==> src/hw/rtl/srl_pkg.sv <==
// ----------------------------------------------------------------------------
// srl_pkg
// Types, constants and helper functions shared by the relaxation solver.
// ----------------------------------------------------------------------------
package srl_pkg;

  localparam int MAX_UNKNOWNS = 16;
  localparam int IDX_W        = 4;
  localparam int N_W          = 5;
  localparam int CFG_W        = 31;
  localparam int DVD_W        = 51;

  localparam logic [1:0] FUNC_MATRIX = 2'd0;
  localparam logic [1:0] FUNC_RHS    = 2'd1;
  localparam logic [1:0] FUNC_GUESS  = 2'd2;
  localparam logic [1:0] FUNC_START  = 2'd3;

  localparam logic [1:0] CFG_SIZE     = 2'd0;
  localparam logic [1:0] CFG_MAX_ITER = 2'd1;
  localparam logic [1:0] CFG_TOL      = 2'd2;
  localparam logic [1:0] CFG_DAMP     = 2'd3;

  typedef struct packed {
    logic [1:0]        func;
    logic [3:0]        row;
    logic [3:0]        col;
    logic signed [31:0] value;
  } in_data_t;

  typedef struct packed {
    logic [3:0]         index;
    logic signed [31:0] solution;
    logic               last;
    logic               converged;
    logic [15:0]        sweeps;
    logic               zero_pivot;
  } out_data_t;

  typedef enum logic [3:0] {
    ST_IDLE, ST_CHECK, ST_DOT_RD, ST_DOT_MUL, ST_DOT_ACC, ST_RES, ST_SCALE,
    ST_DIV_GO, ST_DIV_WAIT, ST_ROW_END, ST_OUT_LOAD, ST_OUT_WAIT
  } state_t;

  // Clamp a wide signed value to the signed 32-bit range.
  function automatic logic [31:0] sat32(input logic signed [65:0] v);
    if (v > 66'sd2147483647) begin
      return 32'h7fff_ffff;
    end else if (v < -66'sd2147483648) begin
      return 32'h8000_0000;
    end else begin
      return v[31:0];
    end
  endfunction

endpackage

==> src/hw/rtl/srl_div.sv <==
// ----------------------------------------------------------------------------
// srl_div
// Radix-2 restoring divider, one quotient bit per cycle, truncating toward zero.
// ----------------------------------------------------------------------------
module srl_div
  import srl_pkg::*;
(
  input  logic                    clk,
  input  logic                    rst_n,
  input  logic                    start,
  input  logic signed [DVD_W-1:0] dividend,
  input  logic signed [31:0]      divisor,
  output logic                    done,
  output logic signed [DVD_W-1:0] quotient
);

  localparam int QW = DVD_W - 1;

  logic              busy_r;
  logic              done_r;
  logic [5:0]        cnt_r;
  logic [QW-1:0]     q_r;
  logic [31:0]       rem_r;
  logic [31:0]       dvs_r;
  logic              neg_r;
  logic [32:0]       rem_sh;
  logic              fits;
  logic [DVD_W-1:0]  dvd_abs;

  assign dvd_abs = dividend[DVD_W-1] ? DVD_W'(-dividend) : dividend;
  assign rem_sh  = {rem_r, q_r[QW-1]};
  assign fits    = rem_sh >= {1'b0, dvs_r};

  always_ff @(posedge clk) begin
    if (!rst_n) begin
      busy_r <= 1'b0;
      done_r <= 1'b0;
      cnt_r  <= '0;
    end else begin
      done_r <= 1'b0;
      if (start) begin
        busy_r <= 1'b1;
        cnt_r  <= 6'(QW);
      end else if (busy_r) begin
        cnt_r <= cnt_r - 6'd1;
        if (cnt_r == 6'd1) begin
          busy_r <= 1'b0;
          done_r <= 1'b1;
        end
      end
    end
  end

  always_ff @(posedge clk) begin
    if (start) begin
      q_r   <= dvd_abs[QW-1:0];
      rem_r <= '0;
      dvs_r <= divisor[31] ? 32'(-divisor) : divisor;
      neg_r <= dividend[DVD_W-1] ^ divisor[31];
    end else if (busy_r) begin
      if (fits) begin
        rem_r <= 32'(rem_sh - {1'b0, dvs_r});
        q_r   <= {q_r[QW-2:0], 1'b1};
      end else begin
        rem_r <= rem_sh[31:0];
        q_r   <= {q_r[QW-2:0], 1'b0};
      end
    end
  end

  assign done     = done_r;
  assign quotient = neg_r ? DVD_W'(-{1'b0, q_r}) : {1'b0, q_r};

endmodule

==> config.mk <==
export PLATFORM = sky130hd
export DESIGN_NAME = srl_div
export DESIGN_NICKNAME = d
export VERILOG_FILES = /design/src/hw/rtl/srl_pkg.sv /design/src/hw/rtl/srl_div.sv
export SDC_FILE = /design/constraint.sdc
export NUM_CORES = 1
export LEC_CHECK = 0
export BUFFER_PORTS_ARGS = -buffer_cell sky130_fd_sc_hd__buf_2
export CAP_MARGIN = 40
export CORE_MARGIN = 5
export CORE_UTILIZATION = 35
export CTS_CLUSTER_SIZE = 25
export DETAILED_ROUTE_END_ITERATION = 10
export PLACE_DENSITY = 0.51
export SYNTH_ARGS = -nofsm -noshare
export SYNTH_HDL_FRONTEND = slang
export SYNTH_SLANG_ARGS = --single-unit
export TNS_END_PERCENT = 1
==> constraint.sdc <==
create_clock -name clk -period 4.3 [get_ports clk]
set_clock_uncertainty 0.2 [all_clocks]
set_input_delay 0.43 -clock clk [delete_from_list [all_inputs] [get_ports clk]]
set_output_delay 0.43 -clock clk [all_outputs]
set_load 0.005 [all_outputs]
==> run summary, run 1 <==
======================================================================================
Outcome                                                                      completed
Number of detailed-routing iterations run before antenna repair                      5
Most frequent cell on the critical path                                   sky130_fd_sc_hd__or4_4
Ratio of cells with drive above 1 in the final layout                           0.1820
Classification of the worst setup path                                    flip-flop to output port
Avg Vias per Cell                                                                5.401
Sequential element share of the synthesized area                                0.3515
Final worst-path cycle share                                                    0.9537
Cell area power density                                                   361.6 mW/mm^2
Std-Cell Core Area                                                        0.02621 mm^2
Die Outline Area                                                          0.03014 mm^2
Final Setup Violations                                                               0
Number of port buffers                                                             137
Hold Vio Cnt, Final                                                                  0
Minimum period implied by the final worst setup slack                         4.101 ns
Ports                                                                              138
Area added between synthesis and finish                                         18.59%
TritonCTS buffer count                                                              17
Critical path's largest stage delay                                            0.60 ns
Cell types with the highest counts after synthesis                        sky130_fd_sc_hd__nor2_1, sky130_fd_sc_hd__a21oi_1, sky130_fd_sc_hd__xnor2_1, sky130_fd_sc_hd__edfxtp_1, sky130_fd_sc_hd__nand2_1
Post-Syn Instances                                                               1,081
Effective utilization at floorplan                                              0.3575
Maximum capacitance violations                                                       0
Achievable clock frequency                                                   243.8 MHz
Proportion of power drawn by the clock network                                   0.382
Startpoint class of the critical path                                        flip-flop
Worst Reg2Reg Path Length in Cells                                                  11
Routed Wire Length                                                           25,850 um
Antenna Diode Count                                                                  0
Detailed placer's ending HPWL                                                19,820 um
Critical path capture point type                                           output port
Leakage                                                                       4.372 nW
Largest delay share family, worst path                                    simple AND/OR/NAND/NOR gates
Number of remaining DRC errors                                                       0
Count of flip-flops with a built-in enable after synthesis                          83
CTS sink cnt                                                                       123
Synth top area share                                                            0.2660
TritonCTS clock tree                                                               yes
Largest fanout on the critical path                                                  4
Vert. Die Dim                                                                 173.6 um
Layout filler cell count                                                         2,599
Min-Delay Path Depth                                                                 1
Arrival time at the worst endpoint                                             3.47 ns
RSZ-0062 raised after global routing                                             false
YS warnings                                                                          0
Sum Neg Setup Slack                                                               0 ns
Net Switching                                                                 1.225 mW
Most frequently used flop master after synthesis                          sky130_fd_sc_hd__edfxtp_1
Width of the die                                                              173.6 um
Vias post-DR                                                                     8,399
Final core utilization                                                          0.4240
Cells along the critical path                                             or4_4 -> nor4_4 -> nand4_1 -> or4_4 -> nor3_4 -> nand4bb_1 -> o31ai_2 -> xnor2_1 -> buf_2
Number of nets still failing antenna checks after routing                            0
Number of slew-limit violations in the final report                                  0
Routed wirelength normalized by instance count                                16.62 um
# H-tree levels                                                                      4
WHS                                                                         0.03042 ns
Cell area after placement                                                 0.01044 mm^2
Mean cell area of the mapped netlist                                        8.667 um^2
Most common cell in the netlist                                           sky130_fd_sc_hd__nor2_1
Final Instance Area                                                       0.01111 mm^2
Number of buffers and inverters on the critical path                                 1
Power share of the combinational group                                           0.243
Clk slew on worst S/H paths                                                    0.06 ns
Number of distinct standard cells referenced by the synthesized netlist             70
Initial antenna violation count                                                      0
Class of the tightest hold or removal check                               primary input to flip-flop
Cell accounting for the most synthesized area                             sky130_fd_sc_hd__edfxtp_1
Sequential share of power                                                        0.375
Root buf cell                                                             sky130_fd_sc_hd__clkbuf_16
Maximum count of clock buffers along a single path                                   2
Highest ir drop seen on vdd                                                   222.5 uV
Global route overflow                                                                0
Total Routing Usage GR                                                          0.1706
Overall power consumption                                                     4.018 mW
Critical path required time                                                    3.67 ns
Async set or reset register ratio after synthesis                                    0
Top post-synthesis cells by area                                          sky130_fd_sc_hd__edfxtp_1, sky130_fd_sc_hd__dfxtp_1, sky130_fd_sc_hd__xnor2_1, sky130_fd_sc_hd__xor2_1, sky130_fd_sc_hd__a21oi_1
Clock insertion delay at the later pin of the skew report                      0.42 ns
First-pass GRT wire length                                                   42,550 um
Switching fraction of total power                                               0.3049
Critical Path Slowest Stage Cell                                          sky130_fd_sc_hd__or4_4
Drt first-iter violations                                                          635
Maximum number of pins on one net before global-route repair                        82
Number of storage elements in the synthesis netlist                                123
Site row count                                                                      59
Via count of the first global-routing pass                                       8,220
Transition time at the pin with the least slew margin                        0.8354 ns
Post-Syn Area                                                             0.009369 mm^2
Layout Nets                                                                      1,331
Int Power                                                                     2.793 mW
Number of logic stages on the critical path including buffering                      9
Synthesized netlist net count                                                    1,205
Relative max-transition margin                                                  0.4430
Global placer's final weighted congestion                                       0.8474
======================================================================================
-- final timing paths --
check	to	startpoint	slack [ns]
worst max register to register	rem_r[14]	dvs_r[1]	0.82
worst min register to register	rem_r[16]	rem_r[16]	0.29
worst max-delay path	quotient[45]	q_r[5]	0.20
worst min-delay path	dvs_r[0]	divisor[0]	0.03
-- cell families (layout without fill, tap and decap cells) --
group | count (synthesis) | in the layout | synth area share
AND/OR/NAND/NOR | 334 | 334 | 0.1806
AO/OA/AOI/OAI | 315 | 315 | 0.2161
XOR/XNOR | 150 | 150 | 0.1402
flip-flops | 123 | 123 | 0.3515
buffers and inverters | 105 | 244 | 0.04247
adder cells (fa/ha/maj) | 38 | 38 | 0.05155
multiplexers | 16 | 16 | 0.01763
-- power groups by stage --
stage / combinational (mW) / sequential (mW) / clock (mW)
after detailed placement: 0.973 / 1.53 / 0
after CTS: 0.981 / 1.50 / 1.57
after global routing: 1.09 / 1.52 / 1.62
final: 0.978 / 1.51 / 1.53
after global placement: 0.970 / 1.52 / 0
after floorplan: 0.642 / 1.49 / 0
-- layout by cell type, fill, tap and decap left out, types with 11 or more instances in the layout --
| master | Yosys | layout |
|---|---|---|
| sky130_fd_sc_hd__a211oi_1 | 12 | 12 |
| sky130_fd_sc_hd__a21o_1 | 12 | 12 |
| sky130_fd_sc_hd__a21oi_1 | 102 | 102 |
| sky130_fd_sc_hd__buf_2 | 0 | 136 |
| sky130_fd_sc_hd__buf_4 | 1 | 19 |
| sky130_fd_sc_hd__clkbuf_16 | 0 | 17 |
| sky130_fd_sc_hd__dfxtp_1 | 40 | 40 |
| sky130_fd_sc_hd__edfxtp_1 | 83 | 83 |
| sky130_fd_sc_hd__ha_1 | 37 | 37 |
| sky130_fd_sc_hd__inv_1 | 56 | 55 |
| sky130_fd_sc_hd__mux2i_1 | 12 | 12 |
| sky130_fd_sc_hd__nand2_1 | 75 | 75 |
| sky130_fd_sc_hd__nand2b_1 | 11 | 11 |
| sky130_fd_sc_hd__nand3_1 | 16 | 16 |
| sky130_fd_sc_hd__nor2_1 | 109 | 109 |
| sky130_fd_sc_hd__nor3_1 | 15 | 14 |
| sky130_fd_sc_hd__nor4_1 | 16 | 14 |
| sky130_fd_sc_hd__o21ai_0 | 74 | 73 |
| sky130_fd_sc_hd__o31ai_1 | 33 | 32 |
| sky130_fd_sc_hd__o41ai_1 | 16 | 16 |
| sky130_fd_sc_hd__or3_1 | 20 | 20 |
| sky130_fd_sc_hd__or4_1 | 14 | 12 |
| sky130_fd_sc_hd__xnor2_1 | 87 | 87 |
| sky130_fd_sc_hd__xor2_1 | 63 | 63 |
-- worst reg2reg max path, stage by stage (launching register included) --
cell and delay [ns]:
sky130_fd_sc_hd__edfxtp_1 0.45, sky130_fd_sc_hd__inv_1 0.09, sky130_fd_sc_hd__ha_1 0.23, sky130_fd_sc_hd__nor2b_1 0.14
sky130_fd_sc_hd__o31a_1 0.29, sky130_fd_sc_hd__o311ai_0 0.61, sky130_fd_sc_hd__a21oi_1 0.24, sky130_fd_sc_hd__nor3_2 0.19
sky130_fd_sc_hd__buf_4 0.32, sky130_fd_sc_hd__mux2_2 0.39, sky130_fd_sc_hd__mux2i_1 0.15, sky130_fd_sc_hd__nor2_1 0.05
-- sequential cells by signal (all words and copies together), names as in the netlist --
| register | cells |
|---|---|
| busy_r | 1 |
| cnt_r | 6 |
| done | 1 |
| dvs_r | 32 |
| neg_r | 1 |
| q_r | 50 |
| rem_r | 32 |
-- routing by layer --
metal	share of wire	vias up	global-route usage	wire length (um)
li1	-	4208	-	-
met1	0.48	3914	0.2392	12530
met2	0.45	250	0.2742	11550
met3	0.055	27	0.03010	1410
met4	0.014	0	0.04289	352
met5	0	-	0	0
-- final cells by class --
cell class	count	area (um^2)	area share
clock inverters	15	196.4	0.01768
clock buffers	17	425.4	0.03829
repair buffers	156	843.3	0.07590
flip-flops and latches	123	3293	0.2964
multi-input cells	853	5723	0.5151
inverters	56	210.2	0.01892
well taps	335	419.2	0.03773
-- timing repair --
action                     in CTS  in global routing
setup buffers                   1                  0
resized for setup               3                  5
hold buffers                    0                  0
cloned                          0                  0
setup endpoints to repair       7                  5
pin swaps                       1                  1
-- through the flow --
step                setup WS (ns)  std cells
floorplan                  0.8431       1081
global placement           0.3424       1521
detailed placement         0.2229       1522
CTS                       0.03691       1555
global route              0.04625       1555
finish                     0.1990       1555
No activity file was read; power rests on OpenSTA's default activity.
==> run 2: changes to the inputs <==
- CORE_UTILIZATION: 35 -> 40
- PLACE_DENSITY: 0.51 -> 0.57
- RECOVER_POWER: not set -> 25
==> run 2 against run 1 <==
The run now ends with max-capacitance violations, max-slew violations left. Global-route usage increased by 1.2 points. Via count decreased by 2.0%. Critical path depth unchanged. Total power decreased by 1.2%. Core utilization increased by 5.0 points. Critical endpoint unchanged. Largest power group is now sequential cells. Highest routed layer unchanged.
==> run summary, run 2 (synthesis gave the netlist of run 1 again) <==
==============================================================================
Outcome                                                           complete, but fails checks
Violations in the final reports                                   max-capacitance violations, max-slew violations
Sum Neg Setup Slack                                                       0 ns   unchanged
Avg Vias per Cell                                                        5.364   -0.68%
Maximum number of pins on one net before global-route repair                63   -23%
Cts hold-fix bufs                                                            0   unchanged
Transition time at the pin with the least slew margin                 2.616 ns   +1.781 ns
Layout Nets                                                              1,326   -0.38%
Achievable clock frequency                                           243.5 MHz   -0.13%
Final Setup Violations                                                       0   unchanged
Total Routing Usage GR                                                  0.1823   +0.01166
Die Outline Area                                                  0.02658 mm^2   -12%
Number of port buffers                                                     137   unchanged
Most utilized layer in the global route result                            met2
Registers with the most flip-flops                                q_r: 50 flops, dvs_r: 32 flops, rem_r: 32 flops
Effective utilization at floorplan                                      0.4028   +0.04525
Register name with the most flops                                          q_r
Drt first-iter violations                                                  565   -11%
Clock insertion delay at the later pin of the skew report              0.42 ns   about the same
Commonest non-fill, non-tap cells in the layout                   sky130_fd_sc_hd__buf_2, sky130_fd_sc_hd__nor2_1, sky130_fd_sc_hd__a21oi_1
Critical path capture point type                                   output port
Final worst-path cycle share                                            0.9550   +0.001234
First-pass GRT wire length                                           39,330 um   -7.6%
TritonCTS clock tree                                                       yes
Relative max-transition margin                                         -0.7442   -1.187
Arrival time at the worst endpoint                                     3.48 ns   about the same
Initial antenna violation count                                              0   unchanged
Site row count                                                              56   -5.1%
# H-tree levels                                                              4   unchanged
Worst Reg2Reg Path Length in Cells                                          12   +1
Routed Wire Length                                                   24,730 um   -4.3%
Routing usage on met1                                                   0.2584   +0.01920
Layout Cells excl Fill                                                   1,534   -1.4%
CTS sink cnt                                                               123   unchanged
Flop-to-flop setup slack                                               0.69 ns   -0.13 ns
Critical path required time                                            3.67 ns   about the same
Std-Cell Core Area                                                0.02326 mm^2   -11%
Width of the die                                                      163.0 um   -6.1%
Clk slew on worst S/H paths                                            0.06 ns   about the same
Number of detailed-routing iterations run before antenna repair              5   unchanged
Area added between synthesis and finish                                 17.76%
TritonCTS buffer count                                                      17   unchanged
Global route overflow                                                        0   unchanged
Most common cell after layout, fill and taps aside                sky130_fd_sc_hd__buf_2
Classification of the worst setup path                            flip-flop to output port
Reg2Reg Capture Point                                                 rem_r[1]
Launch point of the worst reg-to-reg path                             dvs_r[1]
Global-route track usage on met2                                        0.2858   +0.01162
Vias post-DR                                                             8,229   -2.0%
Met3 layer usage reported by global route                              0.02877   -0.001332
Number of nets still failing antenna checks after routing                    0   unchanged
RSZ-0062 raised after global routing                                     false
Number of slew-limit violations in the final report                         60   +60
Leakage                                                               4.324 nW   -1.1%
Hold Vio Cnt, Final                                                          0   unchanged
Detailed placer's ending HPWL                                        18,840 um   -4.9%
Minimum period implied by the final worst setup slack                 4.106 ns   +0.005308 ns
Antenna Diode Count                                                          0   unchanged
Via count of the first global-routing pass                               7,727   -6.0%
Global placer's final weighted congestion                               0.9151   +8.0%
Placed Instances                                                         1,501   -1.4%
Maximum capacitance violations                                               1   +1
Layout filler cell count                                                 2,312   -11%
Critical path endpoint                                            quotient[45]
Maximum count of clock buffers along a single path                           2   unchanged
Routed wirelength normalized by instance count                        16.12 um   -3.0%
Number of flip-flops in the largest register                                50   unchanged
Critical Path Start                                                     q_r[5]
Startpoint class of the critical path                                flip-flop
Highest ir drop seen on vdd                                           205.6 uV   -7.6%
Ports                                                                      138   unchanged
Vert. Die Dim                                                         163.0 um   -6.1%
Ratio of cells with drive above 1 in the final layout                   0.1720   -0.009951
Cell area power density                                           359.6 mW/mm^2   -0.55%
Number of remaining DRC errors                                               0   unchanged
Largest fanout on the critical path                                          4   unchanged
Root buf cell                                                     sky130_fd_sc_hd__clkbuf_16
Class of the tightest hold or removal check                       primary input to flip-flop
==============================================================================
==> run 2: cell count changes in the layout (fill, tap and decap cells not counted), moves of 2 or more <==
cell / before / now
sky130_fd_sc_hd__clkbuf_1: 0 / 8
sky130_fd_sc_hd__buf_4: 19 / 12
sky130_fd_sc_hd__buf_2: 136 / 131
sky130_fd_sc_hd__inv_6: 3 / 0
sky130_fd_sc_hd__clkinv_2: 1 / 3
==> run 2: critical path, stage by stage, from the launching register on <==
cell	delay, ns
sky130_fd_sc_hd__edfxtp_1	0.43
sky130_fd_sc_hd__or4_4	0.60
sky130_fd_sc_hd__nor4_4	0.27
sky130_fd_sc_hd__nand4_1	0.22
sky130_fd_sc_hd__or4_4	0.57
sky130_fd_sc_hd__nor3_4	0.18
sky130_fd_sc_hd__nand4bb_1	0.19
sky130_fd_sc_hd__o31ai_1	0.29
sky130_fd_sc_hd__xnor2_1	0.15
sky130_fd_sc_hd__buf_2	0.13
==> run 2: worst min-delay path by stage <==
stage | startpoint | to | slack (ns) | depth (start not counted)
2_1_floorplan | rem_r[16] | rem_r[16] | 0.25 | 2
3_3_place_gp | rem_r[16] | rem_r[16] | 0.28 | 2
3_5_place_dp | rem_r[16] | rem_r[16] | 0.28 | 2
4_1_cts | divisor[0] | dvs_r[0] | 0.005 | 1
5_1_grt | rst_n | cnt_r[4] | 0.07 | 2
6_report | divisor[0] | dvs_r[0] | 0.06 | 1
==> run 2: what timing repair did <==
item / CTS / global route
setup buffers: 0 / 1
setup endpoints to repair: 5 / 7
pin swaps: 0 / 1
cloned: 0 / 0
resized for setup: 3 / 4
==> run 2: metal layers <==
layer	routed length, um	up-vias
met5	0	-
met4	466	0
met3	1316	33
met2	10930	218
met1	12020	3773
li1	-	4205
==> run 2: report_power, final <==
part	internal, mW	leakage, nW	total [mW]	switching, mW
logic	0.418	2.89	0.965	0.547
registers	1.40	1.14	1.51	0.105
clock network	0.963	0.292	1.50	0.535
==> run 2: through the flow <==
step | worst slack [ns] | hold WS [ns] | total power, mW | utilization | cell area (um^2)
after CTS | 0.007426 | 0.004779 | 3.992 | 0.4734 | 11010
after global routing | 0.007676 | 0.07261 | 4.173 | 0.4743 | 11030
after floorplan | 0.8431 | 0.2530 | 2.132 | - | 9369
after detailed placement | 0.3233 | 0.2809 | 2.482 | 0.4464 | 10380
final | 0.1937 | 0.05887 | 3.968 | 0.4743 | 11030
after global placement | 0.3884 | 0.2777 | 2.475 | 0.4464 | 10380
==> run 2: area by class of cell <==
type / count / area [um^2] / area share
inverters: 56 / 210.2 / 0.01905
repair buffers: 151 / 795.8 / 0.07213
clock inverters: 13 / 175.2 / 0.01588
flip-flops and latches: 123 / 3293 / 0.2985
well taps: 319 / 399.1 / 0.03618
multi-input cells: 853 / 5727 / 0.5191
clock buffers: 19 / 432.9 / 0.03924
==> run 3: changes to the inputs <==
- CORE_MARGIN: 5 -> 2
==> run 3 against run 2 <==
Maximum frequency is 1.6% higher. Largest cell class unchanged. Non-clock buffer count up 4. The run still ends with max-capacitance violations, max-slew violations left. Global-route usage increased by 1.5 points. Critical path type unchanged.
==> run summary, run 3 (synthesis gave the netlist of run 1 again) <==
==============================================================================
Outcome                                                           complete, but fails checks
Violations in the final reports                                   max-capacitance violations, max-slew violations
Area of combinational cells with multiple inputs                  0.005732 mm^2   about the same
RSZ-0062 raised after global routing                                     false
Ports                                                                      138   unchanged
Critical Path Slowest Stage Cell                                  sky130_fd_sc_hd__or4_1
Global route overflow                                                        0   unchanged
Final worst-path cycle share                                            0.9399   -0.01507
Final core utilization                                                  0.4739   about the same
Power share of the combinational group                                   0.251   +0.008
Vias post-DR                                                             8,214   -0.18%
First-pass GRT wire length                                           38,830 um   -1.3%
Area occupied by registers                                        0.003293 mm^2   unchanged
Critical path required time                                            3.67 ns   about the same
Largest fanout on the critical path                                          4   unchanged
Arrival time at the worst endpoint                                     3.41 ns   -0.07 ns
Antenna Diode Count                                                          0   unchanged
Met3 wire length                                                       1250 um   -5.0%
Transition time at the pin with the least slew margin                 2.645 ns   +0.02873 ns
Top routing layer in use                                                  met5
Achievable clock frequency                                           247.4 MHz   +1.6%
Via count of the first global-routing pass                               7,682   -0.58%
Drt first-iter violations                                                  609   +7.8%
Commonest non-fill, non-tap cells in the layout                   sky130_fd_sc_hd__buf_2, sky130_fd_sc_hd__nor2_1, sky130_fd_sc_hd__a21oi_1
Detailed placer's ending HPWL                                        18,550 um   -1.5%
Number of flip-flops in the largest register                                50   unchanged
Startpoint class of the critical path                                flip-flop
Layout filler cell count                                                 2,351   +1.7%
Relative max-transition margin                                         -0.7634   -0.01915
Int Power                                                             2.667 mW   -4.1%
Area added between synthesis and finish                                 17.67%   about the same
Routed Wire Length                                                   24,320 um   -1.6%
Maximum count of clock buffers along a single path                           2   unchanged
CTS sink cnt                                                               123   unchanged
Number of nets still failing antenna checks after routing                    0   unchanged
Amount of wire on met2 after detailed routing                        11,060 um   +1.2%
Cts hold-fix bufs                                                            0   unchanged
Maximum capacitance violations                                               1   unchanged
Number of slew-limit violations in the final report                         63   +5.0%
Number of port buffers                                                     137   unchanged
Routed wirelength normalized by instance count                        15.81 um   -1.9%
Largest delay share family, worst path                            simple AND/OR/NAND/NOR gates
Layout Nets                                                              1,330   +0.30%
Ratio of cells with drive above 1 in the final layout                   0.1764   +0.004358
Classification of the worst setup path                            flip-flop to output port
Cells along the critical path                                     or4_1 -> nor4_4 -> nand4_1 -> or4_4 -> nor3_4 -> nand4bb_1 -> o31ai_2 -> xnor2_1 -> buf_2
Initial antenna violation count                                              1   +1
Maximum number of pins on one net before global-route repair                63   unchanged
Number of detailed-routing iterations run before antenna repair              5   unchanged
Avg Vias per Cell                                                        5.341   -0.44%
# H-tree levels                                                              4   unchanged
Root buf cell                                                     sky130_fd_sc_hd__clkbuf_16
TritonCTS clock tree                                                       yes
TritonCTS buffer count                                                      17   unchanged
Sequential share of power                                                0.391   +0.012
Sum Neg Setup Slack                                                       0 ns   unchanged
Width of the die                                                      157.0 um   -3.7%
Registers with the most flip-flops                                q_r: 50 flops, dvs_r: 32 flops, rem_r: 32 flops
Register name with the most flops                                          q_r
Std-Cell Core Area                                                0.02326 mm^2   unchanged
Clk slew on worst S/H paths                                            0.05 ns   about the same
Most common cell after layout, fill and taps aside                sky130_fd_sc_hd__buf_2
Vert. Die Dim                                                         157.0 um   -3.7%
Clock insertion delay at the later pin of the skew report              0.42 ns   about the same
Class of the tightest hold or removal check                       primary input to flip-flop
Cell area power density                                           349.2 mW/mm^2   -2.9%
Critical path capture point type                                   output port
Overall power consumption                                             3.850 mW   -3.0%
Final Setup Violations                                                       0   unchanged
Effective utilization at floorplan                                      0.4028   unchanged
Proportion of power drawn by the clock network                           0.358   -0.019
Switching fraction of total power                                       0.3073   +0.008287
Critical path's largest stage delay                                    0.66 ns   +0.06 ns
Hold Vio Cnt, Final                                                          0   unchanged
Die Outline Area                                                  0.02466 mm^2   -7.2%
Total Routing Usage GR                                                  0.1970   +0.01469
Global placer's final weighted congestion                               0.8887   -2.9%
Site row count                                                              56   unchanged
Leakage                                                               4.322 nW   about the same
Number of buffers and inverters on the critical path                         1   unchanged
Number of remaining DRC errors                                               0   unchanged
Highest ir drop seen on vdd                                           223.8 uV   +8.9%
Net Switching                                                         1.183 mW   -0.28%
Minimum period implied by the final worst setup slack                 4.042 ns   -0.06481 ns
Met1 layer wirelength in the final routing                           11,640 um   -3.1%
==============================================================================
run 3: final cells by class:
| class | count | share of cell area |
|---|---|---|
| Timing Repair Buffer | 155 | 0.07525 |
| Clock inverter | 13 | 0.01158 |
| Inverter | 56 | 0.01907 |
| Sequential cell | 123 | 0.2987 |
| Multi-Input combinational cell | 853 | 0.5199 |
| Tap cell | 319 | 0.03620 |
| Clock buffer | 19 | 0.03927 |
run 3: repair_timing:
action,in CTS,in global routing
pin swaps,1,0
resized for setup,2,7
endpoints found under the setup margin,6,7
buffers inserted,1,0
run 3: path summary, 6_finish.rpt:
kind | startpoint | to | slack, ns | cells after the start
worst min-delay path | divisor[0] | dvs_r[0] | 0.05 | 1
worst max-delay path | q_r[16] | quotient[45] | 0.26 | 9
worst min register to register | rem_r[1] | rem_r[1] | 0.30 | 2
worst max register to register | dvs_r[1] | rem_r[28] | 0.80 | 11
run 3: per-stage QoR:
step           worst slack, ns  instances  instance area (um^2)  hold WS (ns)
2_1_floorplan           0.8431       1081                  9369        0.2530
3_3_place_gp            0.3837       1504                 10390        0.2763
3_5_place_dp            0.2711       1505                 10420        0.2853
4_1_cts                0.05989       1538                 11000      0.003849
5_1_grt                0.07563       1538                 11020       0.04210
6_report                0.2585       1538                 11020       0.04900
run 3: power by group through the flow:
stage	clock network (mW)	logic, mW	registers (mW)
2_1_floorplan	0	0.642	1.49
3_3_place_gp	0	0.951	1.52
3_5_place_dp	0	0.959	1.52
4_1_cts	1.40	0.967	1.50
5_1_grt	1.46	1.08	1.52
6_report	1.38	0.968	1.50
run 3: routing by layer:
| layer | GRT usage | up-vias |
|---|---|---|
| li1 | - | 4205 |
| met1 | 0.2615 | 3783 |
| met2 | 0.3266 | 193 |
| met3 | 0.03717 | 31 |
| met4 | 0.05844 | 2 |
| met5 | 0 | - |
